--- src/e8ctu_pkg.sv ---
`default_nettype none
// ----------------------------------------------------------------------------
// e8ctu_pkg
// Shared types and constants of the E8 call translation undo core.
// ----------------------------------------------------------------------------
package e8ctu_pkg;

   localparam int unsigned MAX_CHUNK_BYTES_DEF = 32768;
   localparam logic [7:0] CALL_OPCODE = 8'hE8;
   localparam int unsigned CALL_GUARD = 10;
   localparam int unsigned OPERAND_BYTES = 4;
   localparam int unsigned GROUP_DEPTH = 4;
   localparam logic [30:0] TSIZE_RESET = 31'd12000000;
   localparam int unsigned CSR_ADDR_W = 3;
   localparam logic [0:0] REG_TSIZE = 1'b0;

   typedef struct packed {
      logic [7:0]  data_byte;
      logic        first_of_chunk;
      logic [15:0] chunk_len;
   } req_type;

   typedef struct packed {
      logic [7:0] out_byte;
      logic       run_last;
      logic       chunk_last;
   } rsp_type;

   typedef struct packed {
      rsp_type [GROUP_DEPTH-1:0] entry;
      logic [2:0]                count;
   } group_type;

endpackage
`default_nettype wire

--- src/e8ctu_csr.sv ---
`default_nettype none
// ----------------------------------------------------------------------------
// e8ctu_csr
// Configuration register file with an APB-style access port.
// ----------------------------------------------------------------------------
module e8ctu_csr
   import e8ctu_pkg::*;
(
   input  wire logic                  clock,
   input  wire logic                  reset,
   input  wire logic                  psel,
   input  wire logic                  penable,
   input  wire logic                  pwrite,
   input  wire logic [CSR_ADDR_W-1:0] paddr,
   input  wire logic [31:0]           pwdata,
   output logic [31:0]                prdata,
   output logic                       pready,
   output logic [30:0]                tsize
);

   logic [30:0] tsize_ff;
   logic [30:0] tsize_in;
   logic        reg_sel;

   assign reg_sel = (paddr[CSR_ADDR_W-1 -: 1] == REG_TSIZE);

   always_comb begin
      tsize_in = tsize_ff;
      if (psel && penable && pwrite && reg_sel) begin
         tsize_in = pwdata[30:0];
      end
   end

   always_ff @(posedge clock) begin
      if (reset) begin
         tsize_ff <= TSIZE_RESET;
      end else begin
         tsize_ff <= tsize_in;
      end
   end

   assign prdata = reg_sel ? {1'b0, tsize_ff} : 32'd0;
   assign pready = 1'b1;
   assign tsize  = tsize_ff;

endmodule
`default_nettype wire

--- src/e8ctu_scan.sv ---
`default_nettype none
// ----------------------------------------------------------------------------
// e8ctu_scan
// Chunk scanner: position tracking, operand gathering and translation undo.
// Produces the whole result group of one input beat in one pass.
// ----------------------------------------------------------------------------
module e8ctu_scan
   import e8ctu_pkg::*;
#(
   parameter int unsigned MAX_CHUNK_BYTES = MAX_CHUNK_BYTES_DEF
) (
   input  wire logic        clock,
   input  wire logic        reset,
   input  wire logic        accept,
   input  wire req_type     req,
   input  wire logic [30:0] tsize,
   output group_type        group
);

   localparam logic [16:0] MAX_LEN = 17'(MAX_CHUNK_BYTES);

   logic [15:0] pos_ff, pos_in;
   logic [2:0]  gc_ff, gc_in;
   logic [31:0] hold_ff, hold_in;
   logic [15:0] callpos_ff, callpos_in;
   logic [15:0] len_ff, len_in;

   logic [2:0]  gc_eff;
   logic [31:0] hold_eff;
   logic [15:0] pos;
   logic [15:0] len_eff;
   logic [2:0]  flush_n;
   logic        is_last;
   logic        gathering;
   logic        complete;
   logic [2:0]  lane;
   logic [31:0] word;
   logic        start_call;
   logic signed [33:0] a_s;
   logic signed [33:0] p_s;
   logic signed [33:0] ts_s;
   logic signed [33:0] low_sum;
   logic signed [33:0] res_s;
   logic        in_range;
   logic [31:0] xword;
   rsp_type     byte_rsp;

   always_comb begin
      if (req.first_of_chunk) begin
         gc_eff   = 3'd0;
         hold_eff = 32'd0;
         pos      = 16'd0;
         len_eff  = ({1'b0, req.chunk_len} > MAX_LEN) ? MAX_LEN[15:0] : req.chunk_len;
      end else begin
         gc_eff   = gc_ff;
         hold_eff = hold_ff;
         pos      = pos_ff;
         len_eff  = len_ff;
      end
      flush_n = (req.first_of_chunk && gc_ff != 3'd0 && gc_ff <= 3'(OPERAND_BYTES)) ?
                gc_ff - 3'd1 : 3'd0;
      is_last    = (({1'b0, pos} + 17'd1) == {1'b0, len_eff});
      gathering  = (gc_eff != 3'd0) && (gc_eff <= 3'(OPERAND_BYTES));
      complete   = gathering && (gc_eff == 3'(OPERAND_BYTES));
      lane       = gc_eff - 3'd1;
      start_call = (req.data_byte == CALL_OPCODE) &&
                   (({1'b0, pos} + 17'(CALL_GUARD)) < {1'b0, len_eff});
      for (int j = 0; j < OPERAND_BYTES; j++) begin
         word[8*j +: 8] = (lane == 3'(j)) ? req.data_byte : hold_eff[8*j +: 8];
      end

      a_s      = {{2{word[31]}}, word};
      p_s      = {18'd0, callpos_ff};
      ts_s     = {3'd0, tsize};
      low_sum  = a_s + p_s;
      in_range = !low_sum[33] && (a_s < ts_s);
      res_s    = word[31] ? (a_s + ts_s) : (a_s - p_s);
      xword    = in_range ? res_s[31:0] : word;

      byte_rsp.out_byte   = req.data_byte;
      byte_rsp.run_last   = 1'b1;
      byte_rsp.chunk_last = is_last;

      for (int i = 0; i < GROUP_DEPTH; i++) begin
         if (complete) begin
            group.entry[i].out_byte   = xword[8*i +: 8];
            group.entry[i].run_last   = (i == GROUP_DEPTH - 1);
            group.entry[i].chunk_last = (i == GROUP_DEPTH - 1) && is_last;
         end else if (3'(i) < flush_n) begin
            group.entry[i].out_byte   = hold_ff[8*i +: 8];
            group.entry[i].run_last   = 1'b0;
            group.entry[i].chunk_last = 1'b0;
         end else begin
            group.entry[i] = byte_rsp;
         end
      end
      if (complete) begin
         group.count = 3'(GROUP_DEPTH);
      end else if (gathering) begin
         group.count = 3'd0;
      end else begin
         group.count = flush_n + 3'd1;
      end

      pos_in     = pos_ff;
      gc_in      = gc_ff;
      hold_in    = hold_ff;
      callpos_in = callpos_ff;
      len_in     = len_ff;
      if (accept) begin
         pos_in = (pos == 16'hFFFF) ? 16'hFFFF : pos + 16'd1;
         len_in = len_eff;
         if (gathering) begin
            if (complete) begin
               gc_in   = 3'd0;
               hold_in = 32'd0;
            end else begin
               gc_in   = gc_eff + 3'd1;
               hold_in = word;
            end
         end else if (start_call) begin
            gc_in      = 3'd1;
            hold_in    = 32'd0;
            callpos_in = pos;
         end else begin
            gc_in   = 3'd0;
            hold_in = 32'd0;
         end
      end
   end

   always_ff @(posedge clock) begin
      if (reset) begin
         pos_ff     <= 16'd0;
         gc_ff      <= 3'd0;
         hold_ff    <= 32'd0;
         callpos_ff <= 16'd0;
         len_ff     <= 16'd0;
      end else begin
         pos_ff     <= pos_in;
         gc_ff      <= gc_in;
         hold_ff    <= hold_in;
         callpos_ff <= callpos_in;
         len_ff     <= len_in;
      end
   end

endmodule
`default_nettype wire

--- src/e8ctu_outq.sv ---
`default_nettype none
// ----------------------------------------------------------------------------
// e8ctu_outq
// Result register bank: holds one result group and sends it out beat by beat.
// ----------------------------------------------------------------------------
module e8ctu_outq
   import e8ctu_pkg::*;
(
   input  wire logic      clock,
   input  wire logic      reset,
   input  wire logic      accept,
   input  wire group_type group,
   output logic           ready,
   output logic           rsp_valid,
   input  wire logic      rsp_stall,
   output rsp_type        rsp_data
);

   rsp_type [GROUP_DEPTH-1:0] q_ff, q_in;
   logic [2:0]                cnt_ff, cnt_in;
   logic                      pop;

   assign pop   = (cnt_ff != 3'd0) && !rsp_stall;
   assign ready = (cnt_ff == 3'd0) || ((cnt_ff == 3'd1) && !rsp_stall);

   always_comb begin
      q_in   = q_ff;
      cnt_in = cnt_ff;
      if (accept && group.count != 3'd0) begin
         q_in   = group.entry;
         cnt_in = group.count;
      end else if (pop) begin
         for (int i = 0; i < GROUP_DEPTH - 1; i++) begin
            q_in[i] = q_ff[i+1];
         end
         cnt_in = cnt_ff - 3'd1;
      end
   end

   always_ff @(posedge clock) begin
      if (reset) begin
         cnt_ff <= 3'd0;
      end else begin
         cnt_ff <= cnt_in;
      end
   end

   always_ff @(posedge clock) begin
      q_ff <= q_in;
   end

   assign rsp_valid = (cnt_ff != 3'd0);
   assign rsp_data  = q_ff[0];

endmodule
`default_nettype wire

--- src/e8_call_translation_undo_core.sv ---
`default_nettype none
// ----------------------------------------------------------------------------
// e8_call_translation_undo_core
// Streaming undo of the x86 CALL (E8) operand translation on chunk data.
// ----------------------------------------------------------------------------
// Usage: bytes of a decompressed chunk enter on the req channel, one per beat,
// with first_of_chunk set on the first byte together with the chunk length.
// Results leave on the rsp channel, one byte per beat. An E8 byte is passed
// on at once; when its position plus ten is below the chunk length, its four
// operand bytes are held and leave as four beats when the fourth arrives,
// translated back when in range. A beat's first result appears on rsp_data in
// the cycle after the beat is taken. A beat that causes at most one result is
// taken every cycle while the receiver does not stall; a beat that causes more
// holds req_stall while the result bank drains, since the output port moves
// one byte per cycle when not stalled. The translation size register is
// written over the APB-style port; the user must do so only while the stream
// is idle, as the core does not enforce it. Reset clears the scan state and
// the result bank and loads the default translation size. When the receiver
// stalls, the pending result stays on rsp_data and the core stalls its input.
// ----------------------------------------------------------------------------
module e8_call_translation_undo_core
   import e8ctu_pkg::*;
#(
   parameter int unsigned MAX_CHUNK_BYTES = MAX_CHUNK_BYTES_DEF
) (
   input  wire logic                  clock,
   input  wire logic                  reset,
   input  wire logic                  req_valid,
   output logic                       req_stall,
   input  wire req_type               req_data,
   output logic                       rsp_valid,
   input  wire logic                  rsp_stall,
   output rsp_type                    rsp_data,
   input  wire logic                  psel,
   input  wire logic                  penable,
   input  wire logic                  pwrite,
   input  wire logic [CSR_ADDR_W-1:0] paddr,
   input  wire logic [31:0]           pwdata,
   output logic [31:0]                prdata,
   output logic                       pready
);

   logic [30:0] tsize;
   logic        ready;
   logic        accept;
   group_type   group;

   assign req_stall = !ready;
   assign accept    = req_valid && ready;

   e8ctu_csr u_csr (
      .clock   (clock),
      .reset   (reset),
      .psel    (psel),
      .penable (penable),
      .pwrite  (pwrite),
      .paddr   (paddr),
      .pwdata  (pwdata),
      .prdata  (prdata),
      .pready  (pready),
      .tsize   (tsize)
   );

   e8ctu_scan #(
      .MAX_CHUNK_BYTES (MAX_CHUNK_BYTES)
   ) u_scan (
      .clock  (clock),
      .reset  (reset),
      .accept (accept),
      .req    (req_data),
      .tsize  (tsize),
      .group  (group)
   );

   e8ctu_outq u_outq (
      .clock     (clock),
      .reset     (reset),
      .accept    (accept),
      .group     (group),
      .ready     (ready),
      .rsp_valid (rsp_valid),
      .rsp_stall (rsp_stall),
      .rsp_data  (rsp_data)
   );

endmodule
`default_nettype wire

--- config.mk ---
export PLATFORM = sky130hd
export DESIGN_NAME = e8_call_translation_undo_core
export DESIGN_NICKNAME = d
export VERILOG_FILES = /design/src/e8ctu_pkg.sv /design/src/e8ctu_csr.sv /design/src/e8ctu_scan.sv /design/src/e8ctu_outq.sv /design/src/e8_call_translation_undo_core.sv
export SDC_FILE = /design/constraint.sdc
export NUM_CORES = 1
export LEC_CHECK = 0
export BUFFER_PORTS_ARGS = -buffer_cell sky130_fd_sc_hd__buf_4
export CAP_MARGIN = 20
export CORE_ASPECT_RATIO = 1.75
export CORE_MARGIN = 1.5
export CORE_UTILIZATION = 61
export CTS_CLUSTER_SIZE = 14
export DETAILED_ROUTE_END_ITERATION = 10
export PLACE_DENSITY = 0.81
export REMOVE_ABC_BUFFERS = 1
export SYNTH_ARGS = -nofsm -noshare
export SYNTH_HDL_FRONTEND = slang
export SYNTH_SLANG_ARGS = --single-unit
--- constraint.sdc ---
create_clock -name clock -period 7.85 [get_ports clock]
set_clock_uncertainty 0.05 [all_clocks]
set_input_delay 0.785 -clock clock [delete_from_list [all_inputs] [get_ports clock]]
set_output_delay 0.785 -clock clock [all_outputs]
set_load 0.05 [all_outputs]
# After elaboration in Yosys (flattened, before gate mapping)
# Index checks and enable logic that the tools add are counted.
# op_classes
shift	0
muxes	33
n_mul	0
n_addsub	11
reduce_logical	25
n_eq_ne	8
div_mod_pow	0
bitwise	2
n_lt_le_gt_ge	9
# op_table
operator	count
two-way mux 32 bit	5
two-way mux 10 bit	8
two-way mux 16 bit	4
two-way mux 30 bit	2
adder 32 x 17 -> 33 bit	1
adder 32 bit	1
less-than comparator 32 bit	1
two-way mux 8 bit	4
subtractor 32 x 17 -> 32 bit	1
two-way mux 31 bit	1
two-way mux 3 bit	8
adder 16 x 1 -> 17 bit, second input constant	1
adder 16 x 4 -> 17 bit, second input constant	1
== test 17 x 16 -> 1 bit	1
less-than comparator 17 x 16 -> 1 bit	1
adder 16 x 1 -> 16 bit, second input constant	1
== test 16 bit, second input constant	1
> comparator 16 bit, second input constant	1
logical AND 1 bit	13
nonzero test 3 bit	4
subtractor 3 x 1 -> 3 bit, second input constant	3
== test 8 bit, second input constant	1
adder 3 x 1 -> 3 bit, second input constant	2
== test 3 x 1 -> 1 bit, second input constant	2
other kinds (12)	20
# word_totals
regBits	157
elab_cells	107
mem_count	0
ramBits	0
output_inout_bits	45
in_bits	67
latchBits	0
rom_bits	0

# Logic depth before layout (Yosys ltp)
# Gate-level depths: netlist (run 1).
# logic_depth
ltp_word	10
mapped_depth	27
mapped_depth_nobuf	20

# Cells and area by module
# A second synthesis (run 1) with hierarchy kept.
# unflattened
hier_cells	1665
area_unflattened_um2	13160.1
# modules_own_cells
module	area_per_inst_um2	n_inst	cells_each
e8ctu_scan	9659.3	1	1313
e8ctu_outq	1884.3	1	176
e8ctu_csr	1606.5	1	174
e8_call_translation_undo_core	10.0	1	2

# Worst setup path after synthesis (run 1)
# Ideal clock, no wire load.
# synth_timing
path_type	input port to flip-flop
start	input req_data[16] in the netlist's numbering
end	register u_outq.q_ff[38] in the netlist's numbering, data pin
setup_ns	0.132
path_buffers	8
setup_slack_ns	1.463
arrival_ns	6.205
path_stages	25
required_time_ns	7.668
path_cell_list	buf_6 -> buf_8 -> inv_1 -> buf_2 -> clkbuf_1 -> clkbuf_1 -> buf_1 -> nand2_1 -> ha_1 -> ha_1 -> nand2b_1 -> buf_2 -> mux2_2 -> clkbuf_1 -> nor4_1 -> a21oi_1 -> ha_1 -> and2_1 -> nand2_1 -> o221a_2 -> a31oi_1 -> a31oi_1 -> o21ai_0 -> mux2i_1 -> o311a_1
# synth_rtl
element	line_no	rtl
start: declaration	e8_call_translation_undo_core.sv:30	input wire req_type req_data,
end signal: assignment	e8ctu_outq.sv:49	q_ff <= q_in;
end: declaration	e8ctu_outq.sv:19	rsp_type [GROUP_DEPTH-1:0] q_ff, q_in;

==> metrics, run 1 <==
status completed; drt first pass iters 6; clk sinks 157; Top FF cell, synth dfxtp_1; CP Capture Type flip-flop; RSZ-0062 raised after global routing no; Critical-path top delay cell nand2b_1; post-synthesis cell area 0.01265 mm2; setup tns final 0 ns; largest family of logic cells by synthesized area compound AO/OA/AOI/OAI gates; Worst-path clk slew 0.06 ns; Max-Slew Margin vs Limit 30.91%; Yosys reg bits 157; number of unique standard cell types used by synthesis 80; Final Hold Viols 0; vias in the first global route 11960; post-synth top area cell dfxtp_1; MaxCap Viol Count 0; CTS max path bufs 2; H-tree Lvls 4; grt ovf 0; DP Wirelength 29580 um; sequential cell area 0.003543 mm2; die height 193.5 um; async set-or-reset flop fraction in the synthesized netlist 0%; CP max FO 23; WS Path Type input port to flip-flop; Skew-Pair Late Insertion Delay 0.45 ns; post-synth top area share 18.52%; final estimated routing congestion in global placement 1.013; XOR/XNOR Fraction of Synth Area 4.778%; Area growth syn-to-layout 11.18%; Synth Area in Adders 10.84%; cell total after placement 1879; postcts setup bufs 0; most frequent cells in the layout nand2_1, a21oi_1, nor2_1, buf_4, dfxtp_1; crit path cell chain buf_4 > nor2_1 > inv_1 > ha_1 > ha_1 > nand2b_1 > mux2_2 > buf_4 > nor4_2 > buf_4 > a21oi_1 > ha_1 > and3_1 > and2_1 > nand2_1 > o221a_2 > a31oi_1 > a31oi_1 > o21ai_0 > mux2i_1 > o311a_1; Warnings, synthesis 0; CP peak stage delay 0.58 ns; leakage 5.987 nW; Antenna Nets Post-Route 0; Startpoint Class input port; post-route DRC violation count 0; die area 0.02164 mm2; most area-consuming cells after synthesis dfxtp_1, ha_1, edfxtp_1; Nets 1829; register area share after synthesis 28.01%; Hold Path Class flip-flop to flip-flop; CTS tree yes; Crit path arrival time 6.51 ns; non-filler cells, final 1915; IO buf count 106; Multi-input gate area 0.008332 mm2; Syn Area/Cell 7.798 um2; WL/cell 21.00 um; most common cell after layout, fill and taps aside nand2_1; Post-synth EDFFs 40; Resized cells post-CTS 0; Iteration-0 DRC Markers 994; setup ws final 1.599 ns; Synth Area in Simple Gates 22.41%; hold_buf cts 0; PnR Total Power 0.003416 W; WL final 40220 um; CTS Buf Count 17; Worst Tran Pin Value 1.036 ns; PwrDens 242.9 mW/mm2; I/O Pins 112; cells after synthesis 1622; largest net degree at the start of global routing 86; Vias 12520; share of cells above drive strength 1 12.61%; fin. max-slew vios 0; Req. time, crit path 8.11 ns; vias per inst 6.536; post-layout min period 6.251 ns; Die Wd 111.9 um; initial antenna violation count 0; global-route wire length before repair 62340 um; clk root buf clkbuf_16; Tcrit/Tclk final 79.63%; Initial Util 62.34%; num rows 69; Total GRT Usage 36.47%; FMAX 160.0 MHz; Core Region 0.02029 mm2; pre-CTS WS 1.256 ns; multiplexer area fraction after synthesis 5.154%; Layout fillers 1702; post-synthesis compound-gate area fraction 22.50%; Final setup violation count 0; peak supply drop 0.5005 mV
cells by family after synthesis:
group                      Yosys count
muxes                               62
and+or+nand+nor                    585
DFF                                157
adders and majority gates          109
xor gates and xnor gates            69
AOI/OAI and AO/OA                  458
buffers and inverters              180
other                                2
stage by stage:
stage | utilization [%] | hold slack (ns) | cell area, um2
6_report | 69.31 | 0.4043 | 14060
3_3_place_gp | 65.93 | 0.3924 | 13380
2_1_floorplan | - | 0.3796 | 12090
5_1_grt | 69.30 | 0.4227 | 14060
3_5_place_dp | 65.93 | 0.3982 | 13380
4_1_cts | 69.15 | 0.4073 | 14030
per-layer routing:
layer | vias up | GRT usage (%) | wire (um)
met2 | 646 | 64.14 | 20310
met1 | 5826 | 39.01 | 14080
li1 | 5860 | - | -
met5 | - | 0 | 0
met4 | 0 | 27.14 | 3223
met3 | 185 | 5.294 | 2606
path summary, 6_finish.rpt:
check | from | to | slack, ns | cells past startpoint
min | u_csr.tsize[4]$_SDFFE_PP0P_ | u_csr.tsize[4]$_SDFFE_PP0P_ | 0.40 | 2
max reg2reg | u_scan.gc_ff[0]$_SDFFE_PP0P_ | u_outq.q_ff[38]$_DFFE_PP_ | 1.69 | 21
min reg2reg | u_csr.tsize[4]$_SDFFE_PP0P_ | u_csr.tsize[4]$_SDFFE_PP0P_ | 0.40 | 2
max | req_data[16] | u_outq.q_ff[38]$_DFFE_PP_ | 1.60 | 21
power breakdown:
group          internal [W]  switching [W]
logic              0.000417       0.000938
clock network      0.000593       0.000342
registers           0.00105      0.0000755
total               0.00206        0.00136
state kept, by name, summed over array words and instances (netlist names):
| signal | flops |
|---|---|
| u_scan.callpos_ff | 16 |
| u_scan.gc_ff | 3 |
| u_outq.q_ff | 30 |
| u_outq.rsp_data | 10 |
| u_outq.cnt_ff | 3 |
| u_scan.len_ff | 16 |
| u_scan.hold_ff | 32 |
| u_csr.tsize | 31 |
| u_scan.pos_ff | 16 |
critical path: cells and delay by family:
kind,cells,cell delay (ns)
and+or+nand+nor,6,1.56
AOI/OAI and AO/OA,6,1.49
adders and majority gates,3,1.08
muxes,2,0.79
buffers and inverters,4,0.78
final cells by class:
class,count,share of cell area (%)
Multi-Input combinational cell,1285,59.25
Sequential cell,157,25.20
Timing Repair Buffer,131,7.047
Clock buffer,19,3.079
Tap cell,248,2.207
Inverter,61,1.628
Clock inverter,13,1.575
Antenna cell,1,0.01780
Yosys cell counts (9+ instances only):
master,instances
dfxtp_1,117
a211oi_1,31
and3_1,12
a22oi_1,14
xor2_1,31
nor2_1,131
mux2i_1,39
xnor2_1,38
buf_4,13
buf_1,9
nor3_1,39
inv_1,61
edfxtp_1,40
mux2_2,22
nand2b_1,16
a31oi_1,9
clkbuf_1,75
a21oi_1,171
nand2_1,200
o31ai_1,9
buf_2,16
and2b_1,12
a211o_1,13
ha_1,108
a21o_1,30
o21ai_0,101
o21a_1,21
nand4_1,23
nand3_1,68
nor2b_1,24
(Power assumes the default switching activity.)
==> run 2, diff against run 1 <==
--- a/config.mk
+++ b/config.mk
@@ -5,14 +5,15 @@
 export SDC_FILE = /design/constraint.sdc
 export NUM_CORES = 1
 export LEC_CHECK = 0
+export ABC_AREA = 1
 export BUFFER_PORTS_ARGS = -buffer_cell sky130_fd_sc_hd__buf_4
 export CAP_MARGIN = 20
 export CORE_ASPECT_RATIO = 1.75
 export CORE_MARGIN = 1.5
-export CORE_UTILIZATION = 61
+export CORE_UTILIZATION = 56
 export CTS_CLUSTER_SIZE = 14
 export DETAILED_ROUTE_END_ITERATION = 10
-export PLACE_DENSITY = 0.81
+export PLACE_DENSITY = 0.78
 export REMOVE_ABC_BUFFERS = 1
 export SYNTH_ARGS = -nofsm -noshare
 export SYNTH_HDL_FRONTEND = slang
==> constraint.sdc (replaced) <==
create_clock -name clock -period 5.6 [get_ports clock]
set_clock_uncertainty 0.05 [all_clocks]
set_input_delay 0.56 -clock clock [delete_from_list [all_inputs] [get_ports clock]]
set_output_delay 0.56 -clock clock [all_outputs]
set_load 0.05 [all_outputs]
==> metrics, run 2 <==
MaxCap Viol Count 0 (unchanged); largest net degree at the start of global routing 99 (+15%); Max-Slew Margin vs Limit 31.89% (+0.98 points); CP peak stage delay 0.55 ns (-0.03 ns); Reg power frac 24.3% (-8.7 points); drt first pass iters 5 (-1); initial antenna violation count 0 (unchanged); WS Path Type flip-flop to flip-flop; fin. max-slew vios 0 (unchanged); Met2 Wirelength 22970 um (+13%); Top reg by flops u_scan.hold_ff; XOR/XNOR Fraction of Synth Area 3.744% (-1.0 points); CTS tree yes; Die Wd 119.4 um (+6.7%); cells after synthesis 2009 (+24%); Post-synth EDFFs 40 (unchanged); die area 0.02466 mm2 (+14%); Hold Path Class input port to flip-flop; Resized cells post-CTS 0 (unchanged); I/O Pins 112 (unchanged); max FFs per register 32 (unchanged); setup ws final 0.5718 ns (-1.027 ns); Final Hold Viols 0 (unchanged); IO buf count 106 (unchanged); async set-or-reset flop fraction in the synthesized netlist 0% (unchanged); number of unique standard cell types used by synthesis 59 (-26%); RSZ-0062 raised after global routing no; FMAX 198.9 MHz; most area-consuming cells after synthesis dfxtp_1, ha_1, nand2_1; Tcrit/Tclk final 89.79%; vias in the first global route 13590 (+14%); Skew-Pair Late Insertion Delay 0.46 ns (about the same); Crit path arrival time 5.19 ns (-1.32 ns); post-synth top area cell dfxtp_1; Synth Area in Adders 10.33% (-0.51 points); CP Capture Type flip-flop; vias per inst 5.768 (-12%); Critical R2R Launch u_scan.gc_ff[0]$_SDFFE_PP0P_; Final setup violation count 0 (unchanged); global-route wire length before repair 69320 um (+11%); CP Buf/Inv Count 6 (+2); CTS max path bufs 2 (unchanged); Hold Path Stages 3 (+1); hold_buf cts 0 (unchanged); Req. time, crit path 5.76 ns (-2.35 ns); DP Area 0.01421 mm2 (+6.2%); largest family of logic cells by synthesized area simple AND/OR/NAND/NOR gates; top cells by count, synth nand2_1, inv_1, a21oi_1; peak supply drop 0.3443 mV (-31%); WL/cell 18.80 um (-10%); post-synthesis compound-gate area fraction 21.11% (-1.4 points); WL final 44890 um (+12%); post-route cell area 0.01475 mm2 (+4.9%); H-tree Lvls 4 (unchanged); Startpoint Class flip-flop; routed wl met3 2211 um (-15%); Total GRT Usage 36.82% (+0.35 points); Reg2Reg Depth 27 (+29%); Worst Tran Pin Value 1.022 ns (-0.01468 ns); Top FF cell, synth dfxtp_1; Initial Util 56.87% (-5.5 points); post-route DRC violation count 0 (unchanged); register area share after synthesis 26.70% (-1.3 points); PwrDens 488.5 mW/mm2 (+100%); final estimated routing congestion in global placement 0.9836 (-2.9%); Vias 13770 (+10%); post-synth top area share 17.65% (-0.87 points); multiplexer area fraction after synthesis 0% (-5.2 points); Antenna Nets Post-Route 0 (unchanged); CP max FO 15 (-35%); pre-CTS WS 0.3936 ns (-0.8623 ns); most common cell after layout, fill and taps aside nand2_1; DR top layer met4; Clk pwr share 15.1% (-12 points); share of cells above drive strength 1 10.41% (-2.2 points); Worst-path clk slew 0.07 ns (about the same); hold endpoint u_csr.tsize[21]$_SDFFE_PP1P_; Nets 2247 (+23%); CTS Buf Count 17 (unchanged); n_diodes 0 (-1); leakage 7.264 nW (+21%); Synth Area in Simple Gates 24.78% (+2.4 points); cell family with most CP delay simple AND/OR/NAND/NOR gates; Syn Area/Cell 6.605 um2 (-15%); post-synthesis cell area 0.01327 mm2 (+4.9%); Warnings, synthesis 0 (unchanged); clk root buf clkbuf_16; NetSw 0.003735 W (+180%); met1 WL 15030 um (+6.8%); Util after Layout 63.21% (-6.1 points); post-layout min period 5.028 ns; Comb power frac 60.7% (+21 points); Crit Reg-Reg Endpoint u_outq.q_ff[39]$_DFFE_PP_; most frequent cells in the layout nand2_1, inv_1, a21oi_1; clk sinks 157 (unchanged); Critical-path top delay cell a2111oi_0; DP Wirelength 34770 um (+18%); setup slack, reg-to-reg 0.57 ns (-1.12 ns); Most Frequent Cell on Critical Path nand2_1; Iteration-0 DRC Markers 1063 (+6.9%); Internal 0.003471 W (+68%); num rows 74 (+7.2%); HP Start pwdata[21]; most common cell in the netlist nand2_1; fraction of power spent switching nets 51.83% (+12 points); Core Region 0.02333 mm2 (+15%); status completed; Yosys reg bits 157 (unchanged); Area growth syn-to-layout 11.15% (about the same); die height 206.6 um (+6.8%); grt ovf 0 (unchanged); postcts setup bufs 0 (unchanged)
==> run 2: cells by family (layout without fill, tap and decap cells) <==
family / Yosys count / count (layout)
other cells: 2 / 2
flops: 157 / 157
simple gates: 748 / 748
xor+xnor: 55 / 55
fa+ha+maj: 109 / 109
compound gates: 504 / 504
buf+inv: 434 / 509
==> run 2: tightest hold or removal path: stages <==
cell and delay, ns:
buf_4 0.08, nand2_1 0.04, o211ai_1 0.06
==> run 2: final cells by class <==
cell class,instances,area (um2)
Sequential cell,157,3543
Tap cell,304,380.4
Timing Repair Buffer,136,1041
Multi-Input combinational cell,1418,7970
Inverter,341,1289
Clock inverter,13,92.59
Fill cell,2297,8583
Clock buffer,19,432.9
==> run 2: power by group through the flow <==
stage / clock [W] / sequential, W / combinational (W)
after floorplan: 0 / 0.00187 / 0.00268
after CTS: 0.00110 / 0.00174 / 0.00428
final: 0.00108 / 0.00175 / 0.00437
after global routing: 0.00113 / 0.00177 / 0.00478
after global placement: 0 / 0.00176 / 0.00420
after detailed placement: 0 / 0.00176 / 0.00426
==> run 2: worst max path at each step <==
stage,from,endpoint,depth (start not counted)
floorplan,u_outq.cnt_ff[0]$_SDFFE_PP0P_,u_outq.q_ff[10]$_DFFE_PP_,10
global placement,req_data[16],u_outq.q_ff[39]$_DFFE_PP_,27
detailed placement,req_data[16],u_outq.q_ff[39]$_DFFE_PP_,27
CTS,u_scan.gc_ff[0]$_SDFFE_PP0P_,u_outq.q_ff[39]$_DFFE_PP_,27
global route,u_scan.gc_ff[0]$_SDFFE_PP0P_,u_outq.q_ff[39]$_DFFE_PP_,27
finish,u_scan.gc_ff[0]$_SDFFE_PP0P_,u_outq.q_ff[39]$_DFFE_PP_,27
==> run 2: per-layer routing <==
metal / vias to the layer above / GRT usage [%]
met5: - / 0
met4: 0 / 34.65
met3: 191 / 5.330
met2: 509 / 68.35
met1: 6332 / 34.30
li1: 6742 / -
==> run 2: metrics by stage <==
stage	hold slack, ns	setup TNS (ns)	total power, W	std cells
after global placement	0.4059	0	0.005955	2355
after global routing	0.2781	0	0.007681	2388
after detailed placement	0.4129	0	0.006028	2355
after CTS	0.2516	0	0.007124	2387
after floorplan	0.3897	-16.09	0.004547	1916
final	0.2693	0	0.007205	2388
